File: src/hw/rtl/rbli_pkg.sv
// Shared constants, control codes and types for the rigid body integrator.
package rbli_pkg;

    localparam int DEF_FRAC_BITS = 16;
    localparam int DEF_WORD_BITS = 32;

    // Command field codes
    localparam logic CMD_INTEGRATE = 1'b0;
    localparam logic CMD_IMPULSE   = 1'b1;

    // Configuration register indexes
    localparam int CFG_ADDR_BITS = 2;
    localparam logic [CFG_ADDR_BITS-1:0] CFG_BODY_MASS = 2'd0;
    localparam logic [CFG_ADDR_BITS-1:0] CFG_GRAVITY_X = 2'd1;
    localparam logic [CFG_ADDR_BITS-1:0] CFG_GRAVITY_Y = 2'd2;
    localparam logic [CFG_ADDR_BITS-1:0] CFG_GRAVITY_Z = 2'd3;

    // Accumulator operations of the shared multiply-accumulate unit
    localparam logic [1:0] ACC_HOLD = 2'd0;
    localparam logic [1:0] ACC_LOAD = 2'd1;
    localparam logic [1:0] ACC_ADD  = 2'd2;
    localparam logic [1:0] ACC_SUB  = 2'd3;

    typedef struct packed {
        logic [1:0] acc_op;   // what to do with the registered product
        logic       fin_wide; // round away one extra fraction bit
    } t_mac_ctl;

    // Numerator width of the divider: time step or one in fixed point
    function automatic int num_bits(input int word_bits, input int frac_bits);
        return (word_bits - 1 > frac_bits + 1) ? word_bits - 1 : frac_bits + 1;
    endfunction

    // Multiplier operand width: lever words and the power-of-two scalings fit
    function automatic int mul_bits(input int word_bits, input int frac_bits);
        return (word_bits + 1 > frac_bits + 3) ? word_bits + 1 : frac_bits + 3;
    endfunction

endpackage

File: src/hw/rtl/rbli_mac.sv
// Shared signed multiplier, wide accumulator and round-shift-saturate stage.
module rbli_mac #(
    parameter int FRAC_BITS = rbli_pkg::DEF_FRAC_BITS,
    parameter int WORD_BITS = rbli_pkg::DEF_WORD_BITS,
    localparam int MUL_BITS = rbli_pkg::mul_bits(WORD_BITS, FRAC_BITS)
) (
    input  logic                        i_clk,
    input  logic signed [MUL_BITS-1:0]  i_a,
    input  logic signed [MUL_BITS-1:0]  i_b,
    input  rbli_pkg::t_mac_ctl          i_ctl,
    output logic signed [WORD_BITS-1:0] o_result
);
    import rbli_pkg::*;

    localparam int PRD_BITS = 2 * MUL_BITS;
    localparam int ACC_BITS = PRD_BITS + 2;
    localparam logic [WORD_BITS-1:0] WMAX_W = {1'b0, {(WORD_BITS - 1){1'b1}}};
    localparam logic signed [ACC_BITS-1:0] WMAX_A = ACC_BITS'(WMAX_W);
    localparam logic signed [ACC_BITS-1:0] WMIN_A = ~WMAX_A;
    localparam logic signed [ACC_BITS-1:0] HALF_N = ACC_BITS'(1) << (FRAC_BITS - 1);
    localparam logic signed [ACC_BITS-1:0] HALF_W = ACC_BITS'(1) << FRAC_BITS;

    logic signed [PRD_BITS-1:0] r_prod;
    logic signed [ACC_BITS-1:0] r_acc;
    logic signed [ACC_BITS-1:0] prod_x;
    logic signed [ACC_BITS-1:0] rnd_v;
    logic signed [ACC_BITS-1:0] sh_v;

    // Register the product of this cycle's operands
    always_ff @(posedge i_clk) begin
        r_prod <= i_a * i_b;
    end

    assign prod_x = {{2{r_prod[PRD_BITS-1]}}, r_prod};

    // Fold the previous product into the running sum
    always_ff @(posedge i_clk) begin
        case (i_ctl.acc_op)
            ACC_LOAD: r_acc <= prod_x;
            ACC_ADD:  r_acc <= r_acc + prod_x;
            ACC_SUB:  r_acc <= r_acc - prod_x;
            default:  r_acc <= r_acc;
        endcase
    end

    // Round to nearest with ties up, drop the fraction, clamp to a word
    always_comb begin
        rnd_v = r_acc + (i_ctl.fin_wide ? HALF_W : HALF_N);
        sh_v  = i_ctl.fin_wide ? (rnd_v >>> (FRAC_BITS + 1)) : (rnd_v >>> FRAC_BITS);
        if (sh_v > WMAX_A) begin
            o_result = WMAX_A[WORD_BITS-1:0];
        end else if (sh_v < WMIN_A) begin
            o_result = WMIN_A[WORD_BITS-1:0];
        end else begin
            o_result = sh_v[WORD_BITS-1:0];
        end
    end

endmodule

File: config.mk
export PLATFORM = sky130hd
export DESIGN_NAME = rbli_mac
export DESIGN_NICKNAME = d
export VERILOG_FILES = /design/src/hw/rtl/rbli_pkg.sv /design/src/hw/rtl/rbli_mac.sv
export SDC_FILE = /design/constraint.sdc
export NUM_CORES = 2
export LEC_CHECK = 0
export ABC_AREA = 1
export CAP_MARGIN = 0
export CORE_MARGIN = 2
export CORE_UTILIZATION = 55
export DETAILED_ROUTE_END_ITERATION = 10
export DONT_BUFFER_PORTS = 1
export PLACE_DENSITY = 0.7
export SLEW_MARGIN = 5
export SYNTH_ARGS = -nofsm -noshare
export SYNTH_HDL_FRONTEND = slang
export SYNTH_SLANG_ARGS = --single-unit
export TNS_END_PERCENT = 50
File: constraint.sdc
create_clock -name i_clk -period 9.1 [get_ports i_clk]
set_input_delay 1.365 -clock i_clk [delete_from_list [all_inputs] [get_ports i_clk]]
set_output_delay 1.365 -clock i_clk [all_outputs]
set_load 0.02 [all_outputs]
# ---- After elaboration in Yosys (flattened, before gate mapping)
# Index checks and enable logic that the tools add are counted.
dict set report op_classes {
  add_sub_neg 3
  multipliers 1
  magnitude_cmp 2
  n_eq_ne 3
  muxes 5
  n_reduce_logical 1
}
# cell n
set op_table {}
lappend op_table {{68-bit case mux with 3 select lines} 1}
lappend op_table {{68-bit by 18-bit adder with 68-bit output} 1}
lappend op_table {{68-bit by 66-bit adder with 68-bit output} 1}
lappend op_table {{68-bit by 66-bit subtractor with 68-bit output} 1}
lappend op_table {{33-bit by 33-bit multiplier with 66-bit output} 1}
lappend op_table {{32-bit 2-to-1 mux} 2}
lappend op_table {{52-bit by 32-bit > comparator with 1-bit output, second input constant} 1}
lappend op_table {{52-bit by 32-bit < comparator with 1-bit output, second input constant} 1}
lappend op_table {{51-bit 2-to-1 mux} 1}
lappend op_table {{17-bit 2-to-1 mux} 1}
lappend op_table {{2-bit == test, second input constant} 2}
lappend op_table {{3-bit nonzero test} 1}
lappend op_table {{2-bit by 1-bit == test with 1-bit output, second input constant} 1}
dict set report totals {
  register_bits 134
}

# ---- Depth between registers and ports, before layout
dict set report logic_depth {
  ltp_word 6
  depth_mapped 36
  depth_no_buf 33
}

# ---- Worst setup path after synthesis
# No wires, ideal clock.
dict set report synth_path {
  path_type {input to register}
  startpoint {input i_a[32]}
  endpoint {register r_prod[65]}
  setup_time_ns 0.120
  t_arrival_ns 8.456
  t_required_ns 8.980
  setup_slack_ns 0.524
  cell_stages 25
  cell_sequence {clkbuf_1 clkbuf_1 nand2_1 inv_1 fa_1 fa_1 fa_1 inv_1 fa_1 inv_1 fa_1 fa_1 inv_1 fa_1 fa_1 inv_1 ha_1 nand2_1 nor2_1 inv_1 nor4_1 nand2_1 nor4_1 a21oi_1 xnor2_1}
}
dict set report synth_between {
  elab_chain_cells 1
}
# element line
set synth_lines {}
lappend synth_lines {{start: declaration} rbli_mac.sv:8} ;# input logic signed [MUL_BITS-1:0] i_a,
lappend synth_lines {{33-bit by 33-bit multiplier with 66-bit output} rbli_mac.sv:31} ;# r_prod <= i_a * i_b;
lappend synth_lines {{end signal: assignment} rbli_mac.sv:31}
lappend synth_lines {{end: declaration} rbli_mac.sv:23} ;# logic signed [PRD_BITS-1:0] r_prod;
# Every way passes these cells.
# A chain may end at the register's enable or synchronous reset.

# ---- Final worst setup path
dict set report layout_path {
  startpoint {input i_b[6]}
  endpoint {register r_prod[62]}
}
dict set report layout_between {
  elab_chain_cells 1
}
# element line
set layout_lines {}
lappend layout_lines {{start: declaration} rbli_mac.sv:9} ;# input logic signed [MUL_BITS-1:0] i_b,
lappend layout_lines {{33-bit by 33-bit multiplier with 66-bit output} rbli_mac.sv:31}
# Every way passes these cells.

==> metrics.md <==
| Metric | Value |
|---|---|
| Synth top area share | 0.424 |
| Synth cell types | 53 |
| Initial Utilization | 0.553 |
| Library cell with the largest summed area after synthesis | fa_1 |
| Pre-antenna DRT Iters | 6 |
| Largest net degree at the start of global routing | 102 |
| Layout cells sized above 1 | 0.0208 |
| Mapped Nets | 8815 |
| H-tree depth | 4 |
| Setup-failing EPs final | 0 |
| Worst Setup SP | i_b[6] |
| WP data required | 9.48 ns |
| Routed Wire Length | 171000 um |
| Crit path kind | input port to flop |
| Status | complete, no violations |
| Slew HR | 0.202 |
| Synth Area in Simple Gates | 0.200 |
| Number of global-route vias before repair | about 48000 |
| Initial DRC count | 3641 |
| Crit path to | r_prod[62] |
| Hold WC Path Type | flop to flop |
| Mapped Cells | 7312 |
| Worst setup margin | 0.546 ns |
| Achievable frequency | ~0.12 GHz |
| WL per Instance | slightly above 20 um |
| Post-synthesis mux area share | 0.000369 |
| ANT nets after route | 0 |
| N_diodes | 0 |
| Via count | around 45000 |
| Post-synthesis adder-cell area fraction | 0.490 |
| Die Y | 318 um |
| Ys flop type | edfxtp_1 |
| Synthesized flop and latch total | 134 |
| Count leader, synth | inv_1 |
| CTS Sinks | 134 |
| Total gr overflow | 0 |
| DP HPWL | 141000 um |
| CTS Buf Count | 17 |
| Setup TNS | 0 ns |
| Top area cells in the synthesized netlist | fa_1, inv_1, nand2_1, ha_1, edfxtp_1 |
| Post-CTS Resized | 0 |
| Syn-to-layout area delta | 2.08% |
| DRC Markers | 0 |
| Compound-Gate Fraction of Synth Area | 0.0575 |
| Row count | roughly 120 |
| CTS tree | done |
| Internal reg-to-reg setup slack | between 3 and 4 ns |
| Post-CTS Repair Setup Buffers | 0 |
| Root Driver | clkbuf_16 |
| Period utilisation layout | 0.940 |
| Post-synthesis cell area | 0.0542 mm^2 |
| Commonest cells post-synth | inv_1, nand2_1, fa_1 |
| Post-CTS Hold Buffers | 0 |
| Unrepaired setup endpoints after global routing | false |
| Mean post-synth cell area | 7.41 um^2 |
| Worst r2r path cells | 29 |
| Worst EP arrival | 8.94 ns |
| Async S/R FF share, synth | 0 |
| Critical path launch point type | input port |
| Worst reg2reg path endpoint | r_acc[67] |
| Clk slew on worst S/H paths | 0.06 ns |
| Minimum clock period | 8.55 ns |
| Dpl ws | around 0.18 ns |
| GRT Overall Usage | 0.346 |
| Die Wd | 318 um |
| RR Startpoint | r_prod[1] |
| First-pass GRT wire length | 271000 um |
| MaxCap Viol Count | 0 |
| Fin util | 0.565 |
| Bufs on Longest Clock Path | 2 |
| Number of nets in the final layout | 8544 |
| Die Area | slightly above 0.1 mm^2 |
| Core Region | around 0.098 mm^2 |
| Post-Synth XOR/XNOR Area | 0.0267 |
| Final hold viol count | 0 |
| Clk_lat worst skew | 0.46 ns |
| Max Slew Vio Count | 0 |
| Post-DR vias/cell | 5.42 |
| Initial antenna violation count | 0 |
| CP max FO | 33 |
| Routability cong. | 1.03 |
| # port buffers | 0 |
| YS warnings | 0 |
| Largest family of logic cells by synthesized area | adder cells |
| CP endpoint kind | flop |
| Post-synth EDFFs | 68 |
| WHS | 0.615 ns |
| Clock skew | around 0.018 ns |
| Sequential fraction of the synthesis area | 0.0621 |
| Tightest Pin Transition | 1.19 ns |
| Ports | between 100 and 150 |
## worst min-delay path by stage
stage	start	to	slack [ns]	cells past startpoint
global placement	r_prod[64]	r_acc[64]	0.59	2
global route	r_prod[64]	r_acc[64]	0.65	2
detailed placement	r_prod[33]	r_acc[33]	0.59	2
finish	r_prod[64]	r_acc[64]	0.62	2
CTS	r_prod[64]	r_acc[64]	0.61	2
floorplan	r_prod[33]	r_acc[33]	0.52	2
## registers in the layout, summed over array words and instances (netlist names)
name and cells:
r_acc 68, r_prod 66
## cells by family after synthesis
logic type	count (synthesis)
AO/OA/AOI/OAI	563
XOR/XNOR	165
adder cells (fa/ha/maj)	1433
buffers and inverters	2350
flip-flops	134
multiplexers	2
AND/OR/NAND/NOR	2665
## placed cells by master, fill, tap and decap left out, types with 68 or more instances in the layout
master,Yosys,final
inv_1,2038,2038
nand3_1,216,216
xor2_1,115,115
o21ai_0,233,233
ha_1,286,286
fa_1,1147,1147
edfxtp_1,68,68
nor2_1,465,465
a21oi_1,207,207
nand2_1,1765,1765
## layer usage
layer | up-vias | GRT usage | part of all wire
met2 | 2055 | 0.576 | 0.47
met3 | 356 | 0.0515 | 0.080
met4 | 0 | 0.127 | 0.041
met1 | 22200 | 0.460 | 0.41
li1 | 20600 | - | -
met5 | - | 0 | 0
## cell type report
type                            count  area, um^2
Timing Repair Buffer               14         105
Clock inverter                     11         111
Multi-Input combinational cell   4828       42000
Fill cell                        9344       42700
Sequential cell                   134        3360
Clock buffer                       21         483
Tap cell                         1287        1610
Inverter                         2046        7680
## critical path: stages
cell and delay [ns]:
nand2_1 0.14, inv_1 0.08, fa_1 0.56, inv_1 0.15, fa_1 0.54, inv_1 0.13, fa_1 0.60, inv_1 0.08
fa_1 0.45, inv_1 0.47, fa_1 0.55, fa_1 0.51, fa_1 0.49, inv_1 0.05, fa_1 0.47, inv_1 0.04
ha_1 0.40, nand2_1 0.12, nor2_1 0.13, inv_1 0.08, nor2_1 0.10, inv_1 0.08, nor4_1 0.67, nand3_1 0.35
nand2_1 0.17, xor2_1 0.14
## metrics by stage
step           cell area (um^2)  instances
5_1_grt                   55300       8341
2_1_floorplan             54200       7312
3_5_place_dp              54700       8309
3_3_place_gp              54700       8309
6_report                  55300       8341
4_1_cts                   55300       8341
Power is left out: the tool's default activity adds up to more than one toggle a clock period on the data nets, which glitch-free logic cannot reach.
