$ cat src/hw/rtl/rbli_pkg.sv
// Shared constants, control codes and types for the rigid body integrator.
package rbli_pkg;

    localparam int DEF_FRAC_BITS = 16;
    localparam int DEF_WORD_BITS = 32;

    // Command field codes
    localparam logic CMD_INTEGRATE = 1'b0;
    localparam logic CMD_IMPULSE   = 1'b1;

    // Configuration register indexes
    localparam int CFG_ADDR_BITS = 2;
    localparam logic [CFG_ADDR_BITS-1:0] CFG_BODY_MASS = 2'd0;
    localparam logic [CFG_ADDR_BITS-1:0] CFG_GRAVITY_X = 2'd1;
    localparam logic [CFG_ADDR_BITS-1:0] CFG_GRAVITY_Y = 2'd2;
    localparam logic [CFG_ADDR_BITS-1:0] CFG_GRAVITY_Z = 2'd3;

    // Accumulator operations of the shared multiply-accumulate unit
    localparam logic [1:0] ACC_HOLD = 2'd0;
    localparam logic [1:0] ACC_LOAD = 2'd1;
    localparam logic [1:0] ACC_ADD  = 2'd2;
    localparam logic [1:0] ACC_SUB  = 2'd3;

    typedef struct packed {
        logic [1:0] acc_op;   // what to do with the registered product
        logic       fin_wide; // round away one extra fraction bit
    } t_mac_ctl;

    // Numerator width of the divider: time step or one in fixed point
    function automatic int num_bits(input int word_bits, input int frac_bits);
        return (word_bits - 1 > frac_bits + 1) ? word_bits - 1 : frac_bits + 1;
    endfunction

    // Multiplier operand width: lever words and the power-of-two scalings fit
    function automatic int mul_bits(input int word_bits, input int frac_bits);
        return (word_bits + 1 > frac_bits + 3) ? word_bits + 1 : frac_bits + 3;
    endfunction

endpackage

$ cat src/hw/rtl/rbli_div.sv
// Restoring divider, one quotient bit per cycle, rounded and saturated quotient.
module rbli_div #(
    parameter int FRAC_BITS = rbli_pkg::DEF_FRAC_BITS,
    parameter int WORD_BITS = rbli_pkg::DEF_WORD_BITS,
    localparam int NUM_BITS = rbli_pkg::num_bits(WORD_BITS, FRAC_BITS)
) (
    input  logic                 i_clk,
    input  logic                 i_rst_n,
    input  logic                 i_start,
    input  logic [NUM_BITS-1:0]  i_num,
    input  logic [WORD_BITS-2:0] i_den,
    output logic                 o_done,
    output logic [WORD_BITS-1:0] o_quo
);
    import rbli_pkg::*;

    localparam int DVD_BITS = NUM_BITS + FRAC_BITS;
    localparam int CNT_BITS = $clog2(DVD_BITS + 1);
    localparam logic [WORD_BITS:0]   WMAX_X = {2'b00, {(WORD_BITS - 1){1'b1}}};
    localparam logic [WORD_BITS-1:0] QSAT   = {1'b1, {(WORD_BITS - 1){1'b0}}};

    logic                 r_busy, n_busy;
    logic [CNT_BITS-1:0]  r_cnt, n_cnt;
    logic [DVD_BITS-1:0]  r_dvd;
    logic [WORD_BITS-2:0] r_den;
    logic [WORD_BITS-2:0] r_rem;
    logic [WORD_BITS-1:0] r_quo;

    logic [WORD_BITS-1:0] rem_sh;
    logic                 ge;
    logic [WORD_BITS-1:0] rem_diff;
    logic [WORD_BITS:0]   quo_sh;
    logic [WORD_BITS-2:0] den_m_rem;
    logic                 rnd_up;
    logic [WORD_BITS:0]   quo_rnd;

    // One restoring step: shift in the next dividend bit, subtract if it fits
    always_comb begin
        rem_sh   = {r_rem, r_dvd[DVD_BITS-1]};
        ge       = rem_sh >= {1'b0, r_den};
        rem_diff = rem_sh - {1'b0, r_den};
        quo_sh   = {r_quo, ge};
    end

    // Round to nearest on the final remainder, clamp to the largest word
    always_comb begin
        den_m_rem = r_den - r_rem;
        rnd_up    = r_rem >= den_m_rem;
        quo_rnd   = {1'b0, r_quo} + {{WORD_BITS{1'b0}}, rnd_up};
        o_quo     = (quo_rnd > WMAX_X) ? WMAX_X[WORD_BITS-1:0] : quo_rnd[WORD_BITS-1:0];
        o_done    = r_busy && (r_cnt == '0);
    end

    // Sequence control
    always_comb begin
        n_busy = r_busy;
        n_cnt  = r_cnt;
        if (i_start) begin
            n_busy = 1'b1;
            n_cnt  = CNT_BITS'(DVD_BITS);
        end else if (r_busy) begin
            if (r_cnt == '0) begin
                n_busy = 1'b0;
            end else begin
                n_cnt = r_cnt - CNT_BITS'(1);
            end
        end
    end

    always_ff @(posedge i_clk) begin
        if (!i_rst_n) begin
            r_busy <= 1'b0;
            r_cnt  <= '0;
        end else begin
            r_busy <= n_busy;
            r_cnt  <= n_cnt;
        end
    end

    // Datapath: load on start, advance one bit per cycle
    always_ff @(posedge i_clk) begin
        if (i_start) begin
            r_dvd <= {i_num, {FRAC_BITS{1'b0}}};
            r_den <= i_den;
            r_rem <= '0;
            r_quo <= '0;
        end else if (r_busy && (r_cnt != '0)) begin
            r_dvd <= {r_dvd[DVD_BITS-2:0], 1'b0};
            r_rem <= ge ? rem_diff[WORD_BITS-2:0] : rem_sh[WORD_BITS-2:0];
            r_quo <= (quo_sh > WMAX_X) ? QSAT : quo_sh[WORD_BITS-1:0];
        end
    end

    a_den_nonzero: assert property (@(posedge i_clk) disable iff (!i_rst_n)
        i_start |-> (i_den != '0))
        else $error("divider started with a zero divisor");

    a_rem_below_den: assert property (@(posedge i_clk) disable iff (!i_rst_n)
        r_busy |-> (r_rem < r_den))
        else $error("partial remainder not below divisor");

    a_quo_bounded: assert property (@(posedge i_clk) disable iff (!i_rst_n)
        r_busy |-> (r_quo <= QSAT))
        else $error("partial quotient above saturation mark");

    a_done_ends: assert property (@(posedge i_clk) disable iff (!i_rst_n)
        (o_done && !i_start) |=> !r_busy)
        else $error("divider stays busy after done");

endmodule

$ cat config.mk
export PLATFORM = sky130hd
export DESIGN_NAME = rbli_div
export DESIGN_NICKNAME = d
export VERILOG_FILES = /design/src/hw/rtl/rbli_pkg.sv /design/src/hw/rtl/rbli_div.sv
export SDC_FILE = /design/constraint.sdc
export NUM_CORES = 1
export LEC_CHECK = 0
export CAP_MARGIN = 20
export CELL_PAD_IN_SITES_DETAIL_PLACEMENT = 1
export CELL_PAD_IN_SITES_GLOBAL_PLACEMENT = 2
export CORE_MARGIN = 2
export CORE_UTILIZATION = 42
export CTS_BUF_LIST = sky130_fd_sc_hd__clkbuf_8
export DETAILED_ROUTE_END_ITERATION = 8
export DONT_BUFFER_PORTS = 1
export MAX_ROUTING_LAYER = met4
export PLACE_DENSITY_LB_ADDON = 0.2
export SYNTH_ARGS = -nofsm -noshare
export SYNTH_HDL_FRONTEND = slang
export SYNTH_SLANG_ARGS = --single-unit
$ cat constraint.sdc
create_clock -name i_clk -period 6.38 [get_ports i_clk]
set_input_delay 0.638 -clock i_clk [delete_from_list [all_inputs] [get_ports i_clk]]
set_output_delay 0.638 -clock i_clk [all_outputs]
set_load 0.01 [all_outputs]
# ---- Yosys cells after proc, flatten, opt, wreduce, memory -nomap -nowiden
# Index checks and enable logic that the tools add are counted.
dict set report word_totals {
  regBits 132
  elab_cells 38
}
dict set report op_classes {
  order_cmp 4
  n_mux 11
  reduce_logical 9
  addsub 4
  bitwise 2
  n_eq_ne 1
}
# cell count
set ops {}
lappend ops {{2-to-1 mux 47 bit} 2}
lappend ops {{greater-than comparator 33 x 31 -> 1 bit (second input constant)} 2}
lappend ops {{2-to-1 mux 32 bit} 2}
lappend ops {{subtractor 31 bit} 2}
lappend ops {{adder 32 x 1 -> 33 bit} 1}
lappend ops {{greater-or-equal comparator 32 x 31 -> 1 bit} 1}
lappend ops {{greater-or-equal comparator 31 bit} 1}
lappend ops {{2-to-1 mux 31 bit} 1}
lappend ops {{2-to-1 mux 6 bit} 3}
lappend ops {{logical NOT 6 bit} 1}
lappend ops {{nonzero test 6 bit} 1}
lappend ops {{subtractor 6 x 1 -> 6 bit (second input constant)} 1}
lappend ops {{AND reduction 2 bit} 2}
lappend ops {{nonzero test 2 bit} 2}
lappend ops {{2-to-1 mux 1 bit} 3}
lappend ops {{logical AND 1 bit} 2}
lappend ops {{!= test 2 bit (second input constant)} 1}
lappend ops {{inverter 1 bit} 2}
lappend ops {{OR reduction 2 bit} 1}

# ---- Logic depth before layout (Yosys ltp)
dict set report logic_depth {
  ltp_word 5
  depth_mapped 31
  ltp_nobuf 29
}

# ---- Least setup slack after synthesis
# Ideal clock, no wire load.
dict set report synth_timing {
  path_type {register -> output}
  startpoint {register r_rem[1]}
  endpoint {output port o_quo[11]}
  t_required_ns 5.742
  setup_slack_ns 0.856
  arrival_ns 4.886
  stages_incl_launch_ff 28
  cell_sequence {dfxtp_1 inv_1 ha_1 nor2b_1 o21ai_0 a21oi_1 o31ai_1 o21ai_0 a31oi_1 o21bai_1 a21oi_1 xor2_1 ha_1 nand4_1 nor2_1 nand3_1 a311oi_1 o21ai_0 o211ai_1 ha_1 and2_0 nand3_2 nor2_2 nand3_2 nor2_1 mux2i_1 clkbuf_1 nand2_1}
}
dict set report synth_between {
  elab_chain_cells 5
}
# item line
set synth_rtl {}
lappend synth_rtl {{from (decl)} rbli_div.sv:26} ;# logic [WORD_BITS-2:0] r_rem;
lappend synth_rtl {{from (signal assigned)} rbli_div.sv:89} ;# r_rem <= ge ? rem_diff[WORD_BITS-2:0] : rem_sh[WORD_BITS-2:0];
lappend synth_rtl {{subtractor 31 bit} rbli_div.sv:47} ;# den_m_rem = r_den - r_rem;
lappend synth_rtl {{greater-or-equal comparator 31 bit *} rbli_div.sv:48} ;# rnd_up = r_rem >= den_m_rem;
lappend synth_rtl {{adder 32 x 1 -> 33 bit *} rbli_div.sv:49} ;# quo_rnd = {1'b0, r_quo} + {{WORD_BITS{1'b0}}, rnd_up};
lappend synth_rtl {{greater-than comparator 33 x 31 -> 1 bit} rbli_div.sv:50} ;# o_quo = (quo_rnd > WMAX_X) ? WMAX_X[WORD_BITS-1:0] : quo_rnd[WORD_BITS-1:0];
lappend synth_rtl {{2-to-1 mux 32 bit *} rbli_div.sv:50}
lappend synth_rtl {{to (decl)} rbli_div.sv:13} ;# output logic [WORD_BITS-1:0] o_quo
# Mark *: on every way between the ends. The rest lies on a longest branch, timed or not.

# ---- Worst setup path in the final report
dict set report layout_timing {
  startpoint {register r_den[2]}
  endpoint {output port o_quo[5]}
}
dict set report layout_between {
  elab_chain_cells 5
}
# item line
set layout_rtl {}
lappend layout_rtl {{from (decl)} rbli_div.sv:25} ;# logic [WORD_BITS-2:0] r_den;
lappend layout_rtl {{from (signal assigned)} rbli_div.sv:84} ;# r_den <= i_den;
lappend layout_rtl {{subtractor 31 bit *} rbli_div.sv:47}
lappend layout_rtl {{greater-or-equal comparator 31 bit *} rbli_div.sv:48}
lappend layout_rtl {{adder 32 x 1 -> 33 bit *} rbli_div.sv:49}
lappend layout_rtl {{greater-than comparator 33 x 31 -> 1 bit} rbli_div.sv:50}
lappend layout_rtl {{2-to-1 mux 32 bit *} rbli_div.sv:50}
# Marks and branches as above.

==> out/metrics.yaml <==
die_area_mm2: 0.0242
drc: 0
diodes: 0
vdd_ir_drop_max_uv: 123
drive_gt1_share_pct: 17.1
slew_viol_final: 0
netlist.area_leader.share_pct: 19.3
gp_congestion: 0.858
worstPathArrival_ps: 5660
status: "completed"
final_hold_viol_count: 0
wire_per_inst_um: 19.5
met3_length_um: 974
dp_hpwl_mm: 19.4
grt-ovfl-total: 0
cts_tree: "built"
drt_first_pass_iters: 4
grt_pass1_wl_mm: 42.7
grt_pass1_vias: 8094
io_pins: 98
timing.final.ws_setup_ps: 82.8
synth.distinct_cells: 69
ys_seq_elements: 132
clock_path_buffers: 2
max_freq_mhz: 159
place_area_mm2: 0.00996
synth_edf_count: 62
crit_required_ps: 5740
wl_met2_mm: 13.1
finalCriticalPeriod_ps: 6300
path_clk_slew_ps: 100
htree_levels: 4
setup_violations: 0
yosysSeqAreaShare_pct: 33.8
start_util_pct: 42.7
die_w_um: 156
antenna_found_initial: 0
layout.nets: 1249
yosysTopAreaCell: "edfxtp_1"
worstMarginPinSlew_ps: 787
async_flop_share_pct: 0
clock-root-buffer: "clkbuf_8"
slew_headroom_pct: 47.4
worstSetupPathType: "reg -> out"
clock_latency_ps: 470
start_kind: "register"
viasPerCell: 5.75
cts_made_buffers: 17
path_max_fanout: 7
finalHoldWorstSlack_ps: 259
cap_viol_max_count: 0
skew_ps: 20.6
ant_nets: 0
synth_nets: 1233
fin_crit_sh_pct: 98.7
cts_hold_buf: 0
end_kind: "output pin"
core_area_mm2: 0.0226
port-buffer-count: 0
grt_usage_pct: 23.1
die_y_um: 156
ys.flop_type: "dfxtp_1"
wl_mm: 26.9
area_growth_pct: 12.8
pre_cts_ws_ps: 54.6
power.density_mw_per_mm2: 237
via_count: 7951
clock_sinks: 132
synth.yosys.warnings: 0
synthTopCellsByArea: "edfxtp_1, dfxtp_1, ha_1"
power_leakage_uw: 0.00447
grt_max_degree: 91
final_cell_area_mm2: 0.0109
netlist_instances: 1069
met1_length_mm: 12.6
rows: 55
syn_area_mm2: 0.00965
rsz0062_at_grt: "yes"
nFillCells: 2615
drt-initial-drc-count: 308
hold_class: "in -> reg"
topRoutingLayerUsed: "met4"
avgSynthCellArea_um2: 9.03
-- cell usage in the layout (no fill, tap or decap), types with 9 or more instances in the layout --
cell / instances
nand2_2: 16
xnor2_1: 44
a31oi_1: 16
and3_1: 14
nor4_1: 9
nor2b_1: 11
a211oi_1: 13
a21oi_1: 73
o211ai_1: 13
edfxtp_1: 62
mux2_2: 30
nor3_1: 16
xor2_1: 39
nand3_1: 27
o21a_1: 13
inv_1: 79
a21o_1: 27
o21ai_0: 45
nand4_1: 17
nand2_1: 61
o21bai_1: 9
nand2b_1: 10
nor2_1: 70
buf_4: 26
dfxtp_1: 66
clkbuf_8: 17
ha_1: 93
nor2_2: 9
a22o_1: 29
-- critical path, cell delays in order (launching register included) --
cell       delay, ps
edfxtp_1         430
ha_1             350
nor2b_2          170
o31a_1           260
o21a_1           200
o211ai_1         270
a31oi_2          210
a311o_1          320
xnor2_1          130
ha_1             350
nand4_1          110
nor2_2           150
nand3_2          100
a311oi_2         290
o21ai_1          100
o211ai_1         140
ha_2             260
and2_4           170
nand3_4          100
nor2_4           150
nand3_4          100
nor2_4           150
mux2i_4          250
buf_6            170
clkbuf_16        170
nand2_2           80
-- layout make-up --
| cell class | count | area, µm² | area share [%] |
|---|---|---|---|
| repair buffers | 32 | 319 | 2.93 |
| multi-input cells | 820 | 6190 | 56.9 |
| well taps | 285 | 357 | 3.28 |
| clock inverters | 15 | 209 | 1.92 |
| inverters | 82 | 308 | 2.83 |
| flip-flops and latches | 132 | 3270 | 30.0 |
| clock buffers | 17 | 234 | 2.15 |
-- flip-flops by register name, indices dropped and copies added, names as in the netlist --
name / count
r_cnt: 6
r_dvd: 31
r_busy: 1
r_rem: 31
r_den: 31
r_quo: 32
-- logic make-up (layout without fill, tap and decap cells) --
family | count (synthesis) | after routing | share of synthesized area [%]
mux | 32 | 32 | 3.71
other cells | 1 | 1 | 0.0389
fa+ha+maj | 99 | 99 | 13.0
xor+xnor | 83 | 83 | 7.53
buf+inv | 117 | 146 | 5.12
compound gates | 302 | 302 | 21.5
flops | 132 | 132 | 33.8
simple gates | 303 | 303 | 15.2
-- synth_stat cells (all sizes together), types with 4 or more instances --
master and count:
a2111oi 4, a211oi 20, a21boi 5, a21o 28, a21oi 77, a22o 29
a31oi 19, and2 8, and3 14, and4 7, buf 16, clkbuf 19
dfxtp 70, edfxtp 62, ha 97, inv 81, mux2 30, nand2 85
nand2b 12, nand3 30, nand4 17, nor2 81, nor2b 12, nor3 17
nor4 10, o211ai 13, o21a 14, o21ai 55, o21bai 9, o31ai 7
or2 5, xnor2 44, xor2 39
-- through the flow --
| stage | instances | TNS [ps] | power (µW) | util, % |
|---|---|---|---|---|
| global placement | 1332 | 0 | 1720 | 44.0 |
| floorplan | 1069 | 0 | 1550 | - |
| detailed placement | 1333 | 0 | 1730 | 44.1 |
| CTS | 1374 | 0 | 2570 | 46.7 |
| finish | 1383 | 0 | 2580 | 48.2 |
| global route | 1383 | -5090 | 2740 | 48.2 |
-- worst paths after layout --
| check | cells past startpoint | endpoint | slack (ps) | startpoint |
|---|---|---|---|---|
| max | 25 | o_quo[5] | 80 | r_den[2]$_DFFE_PP_ |
| min | 0 | r_den[9]$_DFFE_PP_ | 260 | i_den[9] |
| min reg2reg | 2 | r_rem[6]$_SDFFE_PP0P_ | 480 | r_rem[6]$_SDFFE_PP0P_ |
| max reg2reg | 13 | r_rem[17]$_SDFFE_PP0P_ | 2240 | r_den[1]$_DFFE_PP_ |
-- timing repair --
action,CTS,global route
pin swaps,6,19
setup buffers,7,9
endpoints found under the setup margin,31,31
cloned,2,1
resized for setup,21,73
-- power by group --
part / internal, µW / switching, µW / total, µW
Sequential: 951 / 42.9 / 994
Clock: 378 / 441 / 819
Combinational: 333 / 437 / 770
Total: 1660 / 921 / 2580
-- metal layers --
layer | track usage, % | vias to the layer above
met5 | - | -
met4 | 5.99 | 0
met3 | 4.44 | 20
met2 | 37.8 | 124
met1 | 29.5 | 3886
li1 | - | 3921
No activity file was read; power rests on OpenSTA's default activity.
